--- src/hdl/owb_pkg.sv ---
// ----------------------------------------------------------------------------
// owb_pkg
// Shared types, codes and helpers for the 1-Wire bus master.
// ----------------------------------------------------------------------------
package owb_pkg;

    // Command codes carried with each tick
    localparam logic [1:0] OP_TICK  = 2'd0;
    localparam logic [1:0] OP_RESET = 2'd1;
    localparam logic [1:0] OP_WRITE = 2'd2;
    localparam logic [1:0] OP_READ  = 2'd3;

    // Configuration register indexes
    localparam logic [1:0] CFG_SHORT = 2'd0;
    localparam logic [1:0] CFG_LONG  = 2'd1;
    localparam logic [1:0] CFG_RESET = 2'd2;

    // Field widths
    localparam int CfgIdxW  = 2;
    localparam int CfgDataW = 10;
    localparam int ShortW   = 8;
    localparam int LongW    = 8;
    localparam int RstW     = 10;
    localparam int CntW     = 10;
    localparam int ByteW    = 8;
    localparam int BitCntW  = 3;

    // Interval register reset values
    localparam logic [ShortW-1:0] SHORT_RST = 8'd7;
    localparam logic [LongW-1:0]  LONG_RST  = 8'd70;
    localparam logic [RstW-1:0]   RESET_RST = 10'd500;

    localparam logic [BitCntW-1:0] LAST_BIT = 3'd7;
    localparam logic [ByteW-1:0]   MSB_MASK = 8'h80;

    // Bus phase, one-hot
    typedef enum logic [8:0] {
        PH_IDLE     = 9'b000000001,
        PH_RST_LOW  = 9'b000000010,
        PH_RST_WAIT = 9'b000000100,
        PH_RST_POST = 9'b000001000,
        PH_W_LOW    = 9'b000010000,
        PH_W_HIGH   = 9'b000100000,
        PH_R_LOW    = 9'b001000000,
        PH_R_WAIT   = 9'b010000000,
        PH_R_POST   = 9'b100000000
    } phase_t;

    // Interval length: a zero setting counts as one tick
    function automatic logic [CntW-1:0] ivl_len(input logic [CntW-1:0] len);
        return (len == '0) ? CntW'(1) : len;
    endfunction

endpackage

--- src/hdl/owb_if.sv ---
// ----------------------------------------------------------------------------
// owb_cmd_if / owb_res_if
// Valid/ready channels for tick commands and per-tick results.
// ----------------------------------------------------------------------------
interface owb_cmd_if;
    logic       valid;
    logic       ready;
    logic [1:0] operation;
    logic [7:0] write_data;
    logic       line_level;

    modport source  (output valid, operation, write_data, line_level, input ready);
    modport sink    (input valid, operation, write_data, line_level, output ready);
    modport monitor (input valid, ready, operation, write_data, line_level);
endinterface

interface owb_res_if;
    logic       valid;
    logic       ready;
    logic       drive_low;
    logic       busy_res;
    logic       done_res;
    logic       presence;
    logic       bus_fault;
    logic [7:0] read_data;

    modport source  (output valid, drive_low, busy_res, done_res, presence, bus_fault,
                     read_data, input ready);
    modport sink    (input valid, drive_low, busy_res, done_res, presence, bus_fault,
                     read_data, output ready);
    modport monitor (input valid, ready, drive_low, busy_res, done_res, presence,
                     bus_fault, read_data);
endinterface

--- src/hdl/onewire_bus_master.sv ---
// ----------------------------------------------------------------------------
// onewire_bus_master
// 1-Wire bus master stepped by one microsecond tick per transfer.
// ----------------------------------------------------------------------------
// Each cmd transfer is one timebase tick carrying an optional command and the
// sampled line level; it yields exactly one rsp transfer describing that tick,
// registered in the result register. A new tick is taken every clock as long as the
// rsp side keeps up: the single result register is the only buffer, so cmd
// ready follows rsp ready when a result is pending. Commands that arrive while
// a reset, write or read is running are ignored. Interval registers (in ticks)
// are sampled when each interval begins; a setting of zero counts as one tick.
// ----------------------------------------------------------------------------
module onewire_bus_master
    import owb_pkg::*;
(
    input  logic                clk,
    input  logic                rst_n,
    input  logic                cfg_we,
    input  logic [CfgIdxW-1:0]  cfg_index,
    input  logic [CfgDataW-1:0] cfg_data,
    owb_cmd_if.sink             cmd,
    owb_res_if.source           rsp
);

    // Configuration
    logic [ShortW-1:0] short_reg;
    logic [LongW-1:0]  long_reg;
    logic [RstW-1:0]   rstt_reg;

    // Bus state
    phase_t             phase_reg,  phase_next;
    logic [CntW-1:0]    cnt_reg,    cnt_next;
    logic [BitCntW-1:0] bits_reg,   bits_next;
    logic [ByteW-1:0]   shift_reg,  shift_next;
    logic               pres_reg,   pres_next;
    logic               fault_reg,  fault_next;
    logic [ByteW-1:0]   hold_reg,   hold_next;

    // Result register
    logic               rvalid_reg;
    logic               drive_reg;
    logic               busy_reg;
    logic               done_reg;
    logic               drive_next;
    logic               done_next;

    logic               cmd_fire;
    logic [CntW-1:0]    short_len;
    logic [CntW-1:0]    long_len;
    logic [CntW-1:0]    rstt_len;

    assign cmd.ready = !rvalid_reg || rsp.ready;
    assign cmd_fire  = cmd.valid && cmd.ready;

    assign short_len = ivl_len(CntW'(short_reg));
    assign long_len  = ivl_len(CntW'(long_reg));
    assign rstt_len  = ivl_len(CntW'(rstt_reg));

    // Configuration writes
    always_ff @(posedge clk or negedge rst_n)
    begin
        if (!rst_n)
        begin
            short_reg <= SHORT_RST;
            long_reg  <= LONG_RST;
            rstt_reg  <= RESET_RST;
        end
        else if (cfg_we)
        begin
            case (cfg_index)
                CFG_SHORT: short_reg <= cfg_data[ShortW-1:0];
                CFG_LONG:  long_reg  <= cfg_data[LongW-1:0];
                CFG_RESET: rstt_reg  <= cfg_data[RstW-1:0];
                default:   ;
            endcase
        end
    end

    // One tick of the bus sequencer
    always_comb
    begin
        logic run;
        phase_t ph;
        logic last;

        run        = 1'b1;
        ph         = phase_reg;
        last       = 1'b0;
        cnt_next   = cnt_reg;
        bits_next  = bits_reg;
        shift_next = shift_reg;
        pres_next  = pres_reg;
        fault_next = fault_reg;
        hold_next  = hold_reg;
        drive_next = 1'b0;
        done_next  = 1'b0;

        // Idle: start a command, its first interval begins on this tick
        case (phase_reg)
            PH_RST_LOW, PH_RST_WAIT, PH_RST_POST, PH_W_LOW, PH_W_HIGH,
            PH_R_LOW, PH_R_WAIT, PH_R_POST: run = 1'b1;
            default:
            begin
                ph  = PH_IDLE;
                run = 1'b0;
                case (cmd.operation)
                    OP_RESET:
                    begin
                        pres_next = 1'b0;
                        if (!cmd.line_level)
                        begin
                            // line already held low: bus fault, finish now
                            fault_next = 1'b1;
                            done_next  = 1'b1;
                        end
                        else
                        begin
                            fault_next = 1'b0;
                            ph         = PH_RST_LOW;
                            cnt_next   = rstt_len;
                            run        = 1'b1;
                        end
                    end
                    OP_WRITE:
                    begin
                        shift_next = cmd.write_data;
                        bits_next  = '0;
                        ph         = PH_W_LOW;
                        cnt_next   = cmd.write_data[0] ? short_len : long_len;
                        run        = 1'b1;
                    end
                    OP_READ:
                    begin
                        shift_next = '0;
                        bits_next  = '0;
                        ph         = PH_R_LOW;
                        cnt_next   = short_len;
                        run        = 1'b1;
                    end
                    default: ;
                endcase
            end
        endcase

        // Spend one tick in the current interval
        if (run)
        begin
            drive_next = (ph == PH_RST_LOW) || (ph == PH_W_LOW) || (ph == PH_R_LOW);
            last       = (cnt_next <= CntW'(1));
            cnt_next   = last ? '0 : cnt_next - CntW'(1);
            if (last)
            begin
                case (ph)
                    PH_RST_LOW:
                    begin
                        ph       = PH_RST_WAIT;
                        cnt_next = long_len;
                    end
                    PH_RST_WAIT:
                    begin
                        pres_next = !cmd.line_level;
                        ph        = PH_RST_POST;
                        cnt_next  = rstt_len;
                    end
                    PH_RST_POST:
                    begin
                        ph        = PH_IDLE;
                        done_next = 1'b1;
                    end
                    PH_W_LOW:
                    begin
                        ph       = PH_W_HIGH;
                        cnt_next = shift_next[0] ? long_len : short_len;
                    end
                    PH_W_HIGH:
                    begin
                        shift_next = {1'b0, shift_next[ByteW-1:1]};
                        if (bits_next == LAST_BIT)
                        begin
                            bits_next = '0;
                            ph        = PH_IDLE;
                            done_next = 1'b1;
                        end
                        else
                        begin
                            bits_next = bits_next + BitCntW'(1);
                            ph        = PH_W_LOW;
                            cnt_next  = shift_next[0] ? short_len : long_len;
                        end
                    end
                    PH_R_LOW:
                    begin
                        ph       = PH_R_WAIT;
                        cnt_next = short_len;
                    end
                    PH_R_WAIT:
                    begin
                        shift_next = {1'b0, shift_next[ByteW-1:1]}
                                   | (cmd.line_level ? MSB_MASK : '0);
                        ph         = PH_R_POST;
                        cnt_next   = long_len;
                    end
                    default:
                    begin
                        // end of read slot
                        if (bits_next == LAST_BIT)
                        begin
                            bits_next = '0;
                            hold_next = shift_next;
                            ph        = PH_IDLE;
                            done_next = 1'b1;
                        end
                        else
                        begin
                            bits_next = bits_next + BitCntW'(1);
                            ph        = PH_R_LOW;
                            cnt_next  = short_len;
                        end
                    end
                endcase
            end
        end
        phase_next = ph;
    end

    // State update on each accepted tick
    always_ff @(posedge clk or negedge rst_n)
    begin
        if (!rst_n)
        begin
            phase_reg <= PH_IDLE;
            cnt_reg   <= '0;
            bits_reg  <= '0;
            shift_reg <= '0;
            pres_reg  <= 1'b0;
            fault_reg <= 1'b0;
            hold_reg  <= '0;
        end
        else if (cmd_fire)
        begin
            phase_reg <= phase_next;
            cnt_reg   <= cnt_next;
            bits_reg  <= bits_next;
            shift_reg <= shift_next;
            pres_reg  <= pres_next;
            fault_reg <= fault_next;
            hold_reg  <= hold_next;
        end
    end

    // Result register valid
    always_ff @(posedge clk or negedge rst_n)
    begin
        if (!rst_n)
            rvalid_reg <= 1'b0;
        else if (cmd_fire)
            rvalid_reg <= 1'b1;
        else if (rsp.ready)
            rvalid_reg <= 1'b0;
    end

    // Result payload
    always_ff @(posedge clk)
    begin
        if (cmd_fire)
        begin
            drive_reg <= drive_next;
            busy_reg  <= (phase_next != PH_IDLE);
            done_reg  <= done_next;
        end
    end

    assign rsp.valid     = rvalid_reg;
    assign rsp.drive_low = drive_reg;
    assign rsp.busy_res  = busy_reg;
    assign rsp.done_res  = done_reg;
    assign rsp.presence  = pres_reg;
    assign rsp.bus_fault = fault_reg;
    assign rsp.read_data = hold_reg;

endmodule

--- src/flat_wrapper.sv ---
// flat-port wrapper written by rule: the top's interface ports become plain ports
module onewire_bus_master_flat import owb_pkg::*;
  (clk, rst_n, cfg_we, cfg_index, cfg_data, cmd_valid, cmd_operation, cmd_write_data, cmd_line_level, cmd_ready, rsp_valid, rsp_drive_low, rsp_busy_res, rsp_done_res, rsp_presence, rsp_bus_fault, rsp_read_data, rsp_ready);
  owb_cmd_if cmd_i ();
  owb_res_if rsp_i ();
  input  logic clk;
  input  logic rst_n;
  input  logic cfg_we;
  input  logic [CfgIdxW-1:0] cfg_index;
  input  logic [CfgDataW-1:0] cfg_data;
  input wire logic [$bits(cmd_i.valid)-1:0] cmd_valid;
  input wire logic [$bits(cmd_i.operation)-1:0] cmd_operation;
  input wire logic [$bits(cmd_i.write_data)-1:0] cmd_write_data;
  input wire logic [$bits(cmd_i.line_level)-1:0] cmd_line_level;
  output wire logic [$bits(cmd_i.ready)-1:0] cmd_ready;
  output wire logic [$bits(rsp_i.valid)-1:0] rsp_valid;
  output wire logic [$bits(rsp_i.drive_low)-1:0] rsp_drive_low;
  output wire logic [$bits(rsp_i.busy_res)-1:0] rsp_busy_res;
  output wire logic [$bits(rsp_i.done_res)-1:0] rsp_done_res;
  output wire logic [$bits(rsp_i.presence)-1:0] rsp_presence;
  output wire logic [$bits(rsp_i.bus_fault)-1:0] rsp_bus_fault;
  output wire logic [$bits(rsp_i.read_data)-1:0] rsp_read_data;
  input wire logic [$bits(rsp_i.ready)-1:0] rsp_ready;
  assign cmd_i.valid = cmd_valid;
  assign cmd_i.operation = cmd_operation;
  assign cmd_i.write_data = cmd_write_data;
  assign cmd_i.line_level = cmd_line_level;
  assign cmd_ready = cmd_i.ready;
  assign rsp_valid = rsp_i.valid;
  assign rsp_drive_low = rsp_i.drive_low;
  assign rsp_busy_res = rsp_i.busy_res;
  assign rsp_done_res = rsp_i.done_res;
  assign rsp_presence = rsp_i.presence;
  assign rsp_bus_fault = rsp_i.bus_fault;
  assign rsp_read_data = rsp_i.read_data;
  assign rsp_i.ready = rsp_ready;
  onewire_bus_master u_core (.clk(clk), .rst_n(rst_n), .cfg_we(cfg_we), .cfg_index(cfg_index), .cfg_data(cfg_data), .cmd(cmd_i), .rsp(rsp_i));
endmodule
--- config.mk ---
export PLATFORM = sky130hd
export DESIGN_NAME = onewire_bus_master_flat
export DESIGN_NICKNAME = d
export VERILOG_FILES = /design/src/hdl/owb_pkg.sv /design/src/hdl/owb_if.sv /design/src/hdl/onewire_bus_master.sv /design/src/flat_wrapper.sv
export SDC_FILE = /design/constraint.sdc
export NUM_CORES = 1
export LEC_CHECK = 0
export ABC_AREA = 1
export BUFFER_PORTS_ARGS = -buffer_cell sky130_fd_sc_hd__buf_4
export CAP_MARGIN = 20
export CORE_MARGIN = 3
export CORE_UTILIZATION = 55
export DETAILED_ROUTE_END_ITERATION = 6
export GPL_TIMING_DRIVEN = 1
export PLACE_DENSITY = 0.8
export SYNTH_ARGS = -nofsm -noshare
export SYNTH_HDL_FRONTEND = slang
export SYNTH_SLANG_ARGS = --single-unit
--- constraint.sdc ---
create_clock -name clk -period 2.9 [get_ports clk]
set_clock_uncertainty 0.15 [all_clocks]
set_input_delay 0.29 -clock clk [delete_from_list [all_inputs] [get_ports clk]]
set_output_delay 0.29 -clock clk [all_outputs]
set_load 0.005 [all_outputs]
# Word level (Yosys, flattened, before mapping)
# Index checks and enable logic that the tools add are counted.
# word_totals
reg_bits,70
# classes
eq_ne,22
order_cmp,1
muxes,52
bitwise_logic,3
n_addsub,2
reduce_logical,22
# ops
operator,n
$mux W10,11
$pmux W9 S7,1
$pmux W10 S6,1
$mux W8,6
$pmux W8 S2,2
$pmux W10 S3,1
$mux W9,3
$pmux W9 S3,1
$eq A9 B2 Y1 const B,2
$eq A9 B3 Y1 const B,2
$eq A9 B4 Y1 const B,2
$eq A9 B5 Y1 const B,2
$eq A9 B6 Y1 const B,2
$eq A9 B7 Y1 const B,2
$eq A9 B8 Y1 const B,2
$mux W3,6
$logic_not A8 Y1,2
$mux W1,15
$le A10 B1 Y1 const B,1
$logic_not A10 Y1,1
$sub A10 B1 Y10 const B,1
$eq A9 B9 Y1 const B,1
$ne A9 B1 Y1 const B,1
$or A7 B8 Y8,1
22 further kinds,33

# Longest topological paths before layout
# Gate-level depths: netlist (run 1).
# logic_depth
word_depth,11
ltp_mapped,23
ltp_nobuf,22

# Worst setup path before layout (run 1)
# Ideal clock, no wire load.
# synth_path
path_type,reg-to-reg
start,reg u_core.phase_reg[0]
end,reg u_core.cnt_reg[1]
period_less_slack_ps,3112
stages_incl_launch_ff,24
setup_slack_ps,-212
arrival_ps,2891
cell_sequence,dfstp_2 inv_1 nand2_1 nor2_4 nand2_1 nand3_2 nand2_4 nand2_4 buf_4 nor2_1 inv_1 nand2_1 inv_1 ha_1 ha_1 nor2_2 nand3_1 nand2_1 inv_1 nand3_1 nor2_1 nor2_1 nor2_1 nor2_1
# synth_between
elab_chain_len,9
elab_cells_between_ends,33
# synth_lines
item,line_no,text
from (decl),onewire_bus_master.sv:31,"phase_t phase_reg, phase_next;"
from (signal assigned),onewire_bus_master.sv:241,phase_reg <= phase_next;
$eq A9 B2 Y1 (tied with other cells),onewire_bus_master.sv:99,case (phase_reg)
$reduce_or A8 Y1,onewire_bus_master.sv:99,
$mux W10,onewire_bus_master.sv:99,
$sub A10 B1 Y10 or $le A10 B1 Y1 (tied branches),"onewire_bus_master.sv:150, onewire_bus_master.sv:149",
$mux W10,onewire_bus_master.sv:150,cnt_next = last ? '0 : cnt_next - CntW'(1);
$mux W10 (on tied branches),"onewire_bus_master.sv:206, onewire_bus_master.sv:178",
$pmux W10 S6,onewire_bus_master.sv:153,case (ph)
$mux W10,onewire_bus_master.sv:151,if (last)
$mux W10 (*),onewire_bus_master.sv:146,if (run)
to (signal assigned),onewire_bus_master.sv:242,cnt_reg <= cnt_next;
to (decl),onewire_bus_master.sv:32,"logic [CntW-1:0] cnt_reg, cnt_next;"
# Every way passes the cells marked *; elsewhere a longest branch is shown, timed or not.
# A chain may end at the register's enable or synchronous reset.

# Worst setup path after layout (run 1)
# layout_path
start,reg u_core.phase_reg[6]
end,"reg u_core.hold_reg[0], in the netlist u_core.rsp.read_data[0]"
# layout_between
elab_chain_len,7
elab_cells_between_ends,26
# layout_lines
item,line_no,text
"parallel branches: the longest is 7 deep, another holds $le A10 B1 Y1",--,
to (signal assigned),onewire_bus_master.sv:247,hold_reg <= hold_next;
to (decl),onewire_bus_master.sv:37,"logic [ByteW-1:0] hold_reg, hold_next;"
# Parallel ways; which one is timed is not known.

==> impl_metrics.env, run 1 <==
export IMPL_top_usage_layer="met2"
export IMPL_ir_worst_vdd_uv=494
export IMPL_numCtsBuffers=9
export IMPL_cts_tree="yes"
export IMPL_synth_cell_types=40
export IMPL_die_h_um=104
export IMPL_nNetsFinal=934
export IMPL_cap_violations=0
export IMPL_synth_most_common_cell="nand2_1"
export IMPL_synth_seq_cells=70
export IMPL_p_per_area_nw_per_um2=1050
export IMPL_ys_seq_area_share_pct=34.1
export IMPL_synth_top_area_share_pct=25.8
export IMPL_synth_edf_count=3
export IMPL_p_leak_nw=3.35
export IMPL_path_cells="nor2_4 -> inv_2 -> nor2_4 -> nand2_2 -> nand3_2 -> nand2_4 -> nand2_4 -> buf_6 -> nand2_2 -> nand2_4 -> nand2_1 -> nor2_4 -> o211ai_4 -> buf_12 -> nor2_8 -> nand2_4 -> o21ai_2"
export IMPL_htreeDepth=3
export IMPL_switching_power_mw=3.57
export IMPL_totalWireLength_um=17500
export IMPL_timing_final_ws_setup_ns=0.0481
export IMPL_slew_headroom_pct=42.8
export IMPL_grt_first_pass_wirelength_um=26300
export IMPL_cts_sinks=70
export IMPL_clk_latency_ns=0.36
export IMPL_crit_top_cell="nand2_4"
export IMPL_fin_util_pct=75.2
export IMPL_power_mw=7.11
export IMPL_cts_root_buffer="clkbuf_8"
export IMPL_path_clk_slew_ns=0.09
export IMPL_diodes=0
export IMPL_syn_nets=825
export IMPL_grtUsageMet2_pct=50.4
export IMPL_sw_frac_of_total_pct=50.3
export IMPL_grt_ovfl_total=0
export IMPL_yosys_warnings=0
export IMPL_fin_crit_sh_pct=98.3
export IMPL_muxShareOfSynthArea_pct=0
export IMPL_fin_area_um2=6750
export IMPL_via_per_inst=5.85
export IMPL_synthAdderAreaFrac_pct=0.957
export IMPL_drive_above_1_share_pct=27.6
export IMPL_post_drt_wl_per_cell_um=17.0
export IMPL_core_area_um2=8980
export IMPL_clock_path_buffers=2
export IMPL_place_congestion=0.985
export IMPL_drtAntennaViolNets=0
export IMPL_rr_worst_depth=17
export IMPL_vias=6045
export IMPL_antenna_found_initial=0
export IMPL_yosys_area_share_simple_pct=37.8
export IMPL_status="finished clean"
export IMPL_min_path_type="in2reg"
export IMPL_synthTopCellsByArea="dfrtp_1 26%, nand2_1 19%, o21ai_0 7.5%"
export IMPL_die_w_um=104
export IMPL_syn_instance_count=793
export IMPL_fmaxAchievable_mhz=351
export IMPL_crit_required_ns=3.03
export IMPL_p_int_mw=3.53
export IMPL_drc=0
export IMPL_grtUsageTotal_pct=29.7
export IMPL_grt_max_degree=68
export IMPL_crit_path_end_kind="flop"
export IMPL_dp_slack_ns=0.0137
export IMPL_fin_crit_ns=2.85
export IMPL_synth_top_family_by_area="simple AND/OR/NAND/NOR gates"
export IMPL_area_growth_syn_to_layout_pct=29.1
export IMPL_arrival_ns=2.98
export IMPL_worst_pin_slew_ns=0.857
export IMPL_tns_ns=0
export IMPL_rsz0062_at_grt="yes"
export IMPL_setup_viol=0
export IMPL_numPortBuffers=42
export IMPL_initial_core_util_pct=58.3
export IMPL_synth_area_um2=5230
export IMPL_ios=43
export IMPL_share_comb_of_total_power_pct=67.4
export IMPL_p_seq_share_pct=20.4
export IMPL_fp_row_count=34
export IMPL_synth_largest_area_cell="dfrtp_1"
export IMPL_grt_pass1_vias=5551
export IMPL_met3_usage_pct=5.97
export IMPL_die_area_um2=10700
export IMPL_postPlaceCellArea_um2=5960
export IMPL_dp_hpwl_um=11700
export IMPL_p_clk_share_pct=12.3
export IMPL_slowest_delay_ns=0.45
export IMPL_critPathMaxFanout=8
export IMPL_slowest_stage="dfrtp_2"
export IMPL_grt_util_met1_pct=37.0
export IMPL_synth_compound_area_share_pct=16.3
export IMPL_synth_xor_area_share_pct=0.503
export IMPL_first_pass_iters=6
export IMPL_hold_path_depth=3
export IMPL_slew_viol_final=0
export IMPL_first_iter_violations=655
export IMPL_hold_viol=0
export IMPL_synth_common_cells="259 x nand2_1, 97 x inv_1, 78 x o21ai_0"
export IMPL_avgSynthCellArea_um2=6.59
export IMPL_synth_top_flop_cell="dfrtp_1"
export IMPL_ys_async_sr_fraction_pct=95.7
export IMPL_worstSetupPathType="reg2reg"
export IMPL_start_kind="flop"
[cells by family (layout without fill, tap and decap cells)]
logic type	count (synthesis)	after routing
and+or+nand+nor	440	443
AOI/OAI and AO/OA	147	147
buffers and inverters	129	240
xor gates and xnor gates	3	3
adders and majority gates	4	4
DFF	70	70
[cell usage in the layout, fill, tap and decap left out, types with 4 or more instances in the layout]
| cell | count |
|---|---|
| nand2_1 | 243 |
| buf_4 | 106 |
| inv_1 | 87 |
| o21ai_0 | 74 |
| nand3_1 | 62 |
| dfrtp_1 | 53 |
| nor2_1 | 51 |
| a21oi_1 | 21 |
| nand2_2 | 20 |
| nand2_4 | 15 |
| inv_2 | 14 |
| dfstp_2 | 13 |
| nand4_1 | 12 |
| o22ai_1 | 12 |
| o21ai_1 | 11 |
| o211ai_1 | 10 |
| nor2_4 | 10 |
| o21ai_2 | 9 |
| clkbuf_8 | 9 |
| nor2_2 | 8 |
| nand3_2 | 8 |
| buf_6 | 5 |
| o21bai_1 | 4 |
| nand3_4 | 4 |
| ha_4 | 4 |
| clkbuf_16 | 4 |
[routing by layer]
layer	share of wire, %	up-vias	routed length [um]
li1	-	2778	-
met1	38	2807	6670
met2	48	377	8340
met3	9.8	83	1710
met4	4.5	0	797
met5	0	-	0
[power by group through the flow]
stage          clock network [mW]  logic, mW  registers (mW)
2_1_floorplan                   0       2.66            1.42
3_3_place_gp                    0       3.63            1.44
3_5_place_dp                    0       3.71            1.45
4_1_cts                     0.858       3.74            1.43
5_1_grt                     0.919       5.20            1.47
6_report                    0.872       4.79            1.45
[worst paths after layout]
check                                          end  slack [ns]                     from
setup / recovery           u_core.rsp.read_data[0]        0.05      u_core.phase_reg[6]
hold / removal                  u_core.rstt_reg[8]        0.03              cfg_data[8]
setup reg to reg           u_core.rsp.read_data[0]        0.05      u_core.phase_reg[6]
hold reg to reg            u_core.rsp.read_data[7]        0.35  u_core.rsp.read_data[7]
max in group asynchronous      u_core.phase_reg[6]        1.57                    rst_n
min in group asynchronous      u_core.shift_reg[5]        0.44                    rst_n
[critical path, delay by kind of cell (launching register included)]
kind	cells	cell delay (ns)
buffers and inverters	3	0.40
AND/OR/NAND/NOR	12	1.47
flip-flops	1	0.45
AO/OA/AOI/OAI	2	0.29
[final cells by class]
cell class | instances | area, um2
multi-input cells | 597 | 3200
fillers | 657 | 2220
flip-flops and latches | 70 | 1780
repair buffers | 118 | 997
inverters | 105 | 404
well taps | 126 | 158
clock buffers | 11 | 153
clock inverters | 5 | 56.3
repair inverters | 1 | 5.00
[timing repair]
item	in CTS	in global routing
gates cloned	0	7
endpoints found under the hold margin	54	0
setup endpoints to repair	18	40
pin swaps	1	32
hold buffers	1	0
resized for setup	3	75
buffers inserted	0	26
[per-stage QoR]
stage | hold WS [ns] | instances
2_1_floorplan | -0.156 | 793
3_3_place_gp | 0.299 | 983
3_5_place_dp | 0.305 | 983
4_1_cts | 0.0266 | 1000
5_1_grt | 0.0487 | 1033
6_report | 0.0250 | 1033
No activity file was read; power rests on OpenSTA's default activity.
==> run 2: changes to the inputs <==
--- a/config.mk
+++ b/config.mk
@@ -10,6 +10,7 @@
 export CAP_MARGIN = 20
 export CORE_MARGIN = 3
 export CORE_UTILIZATION = 55
+export CTS_BUF_LIST = sky130_fd_sc_hd__clkbuf_8 sky130_fd_sc_hd__clkbuf_16
 export DETAILED_ROUTE_END_ITERATION = 6
 export GPL_TIMING_DRIVEN = 1
 export PLACE_DENSITY = 0.8
==> impl_metrics.env, run 2 (same netlist as run 1, synthesis figures left out) <==
export IMPL_drc=0
export IMPL_clock_path_buffers=2
export IMPL_slew_viol_final=0
export IMPL_core_area_um2=8980
export IMPL_fin_cells=1033
export IMPL_numCtsBuffers=9
export IMPL_clk_latency_ns=0.35
export IMPL_die_w_um=104
export IMPL_grt_ovfl_total=0
export IMPL_regToRegEndpoint="u_core.rsp.read_data[0]"
export IMPL_dp_cells=983
export IMPL_nNetsFinal=934
export IMPL_htreeDepth=3
export IMPL_grt_first_pass_wirelength_um=26300
export IMPL_r2r_setup_slack_ns=0.05
export IMPL_grtUsageTotal_pct=29.7
export IMPL_drive_above_1_share_pct=27.6
export IMPL_crit_path_end_kind="flop"
export IMPL_arrival_ns=2.98
export IMPL_worstSetupPathType="reg2reg"
export IMPL_setup_viol=0
export IMPL_ir_worst_vdd_uv=495
export IMPL_grt_pass1_vias=5551
export IMPL_most_common_layout_cells="243 x nand2_1, 106 x buf_4, 88 x inv_1"
export IMPL_grt_max_degree=68
export IMPL_fp_row_count=34
export IMPL_critPathMaxFanout=8
export IMPL_cts_tree="yes"
export IMPL_start_kind="flop"
export IMPL_worstHoldEndpoint="u_core.rstt_reg[8]"
export IMPL_fin_crit_ns=2.85
export IMPL_final_common_cell="nand2_1"
export IMPL_vias=6046
export IMPL_fin_util_pct=75.2
export IMPL_cts_sinks=70
export IMPL_numPortBuffers=42
export IMPL_first_pass_iters=6
export IMPL_area_growth_syn_to_layout_pct=29.1
export IMPL_p_leak_nw=3.35
export IMPL_tns_ns=0
export IMPL_die_h_um=104
export IMPL_post_drt_wl_per_cell_um=17.0
export IMPL_cts_root_buffer="clkbuf_8"
export IMPL_hold_viol=0
export IMPL_path_clk_slew_ns=0.09
export IMPL_slew_headroom_pct=42.7
export IMPL_whs_ns=0.0268
export IMPL_fmaxAchievable_mhz=350
export IMPL_fin_crit_sh_pct=98.4
export IMPL_hold_path_depth=3
export IMPL_diodes=0
export IMPL_crit_required_ns=3.03
export IMPL_min_path_type="in2reg"
export IMPL_dp_hpwl_um=11700
export IMPL_multiInputGateArea_um2=3200
export IMPL_power_mw=7.10
export IMPL_via_per_inst=5.85
export IMPL_ios=43
export IMPL_first_iter_violations=661
export IMPL_p_per_area_nw_per_um2=1050
export IMPL_hold_start="cfg_data[8]"
export IMPL_die_area_um2=10700
export IMPL_worst_pin_slew_ns=0.859
export IMPL_rr_worst_depth=17
export IMPL_rsz0062_at_grt="yes"
export IMPL_totalWireLength_um=17600
export IMPL_initial_core_util_pct=58.3
export IMPL_place_congestion=0.985
export IMPL_drtAntennaViolNets=0
export IMPL_seq_area_um2=1780
export IMPL_fillers=657
export IMPL_rr_startpoint="u_core.phase_reg[6]"
export IMPL_antenna_found_initial=0
export IMPL_cap_violations=0
export IMPL_status="finished clean"
==> run 2: worst max-delay path by stage <==
stage / from / end / slack (ns) / cells after the start
after global routing: u_core.phase_reg[6] / u_core.cnt_reg[7] / -0.08 / 21
after detailed placement: u_core.phase_reg[6] / u_core.phase_reg[8] / 0.01 / 21
final: u_core.phase_reg[6] / u_core.rsp.read_data[0] / 0.05 / 17
after CTS: u_core.phase_reg[6] / u_core.phase_reg[8] / 0.01 / 21
after global placement: u_core.rstt_reg[7] / u_core.rsp.busy_res / 0.08 / 15
after floorplan: u_core.phase_reg[1] / u_core.bits_reg[0] / 0.03 / 21
==> run 2: repair_timing <==
action / CTS / global route
gates cloned: 0 / 7
setup buffers: 0 / 26
endpoints found under the setup margin: 18 / 40
hold buffers: 1 / 0
hold endpoints to repair: 54 / 0
gates resized for setup: 3 / 75
pin swaps: 1 / 32
==> run 2: worst max-delay path: stages (launching register included) <==
cell,delay [ns]
dfrtp_2,0.45
nor2_4,0.17
inv_2,0.08
nor2_4,0.12
nand2_2,0.07
nand3_2,0.08
nand2_4,0.08
nand2_4,0.12
buf_6,0.15
nand2_2,0.07
nand2_4,0.11
nand2_1,0.11
nor2_4,0.19
o211ai_4,0.15
buf_12,0.18
nor2_8,0.21
nand2_4,0.14
o21ai_2,0.14
==> run 2: metal layers <==
layer / up-vias / wire (um) / part of all wire (%) / GRT usage [%]
li1: 2781 / - / - / -
met1: 2847 / 6710 / 38 / 37.0
met2: 342 / 8420 / 48 / 50.4
met3: 76 / 1670 / 9.5 / 5.97
met4: 0 / 768 / 4.4 / 12.2
met5: - / 0 / 0 / 0
==> run 2: final cells by class <==
type,instances,share of cell area (%)
multi-input combinational,597,47.3
sequential,70,26.4
timing repair buffer,118,14.8
inverter,105,5.98
tap,126,2.33
clock buffer,10,2.20
clock inverter,6,0.889
timing repair inverter,1,0.0741
==> run 2: metrics by stage <==
stage / area [um2] / worst slack, ns
final: 6750 / 0.0459
after global routing: 6750 / -0.0755
after CTS: 6190 / 0.0118
after detailed placement: 5960 / 0.0137
after global placement: 5960 / 0.0841
after floorplan: 5250 / 0.0255
==> run 2: where the power goes <==
group          leakage [nW]  switching [mW]  total [mW]  internal (mW)
clock                 0.109           0.417       0.864          0.447
combinational          2.38            2.97        4.79           1.82
sequential            0.862           0.184        1.45           1.26
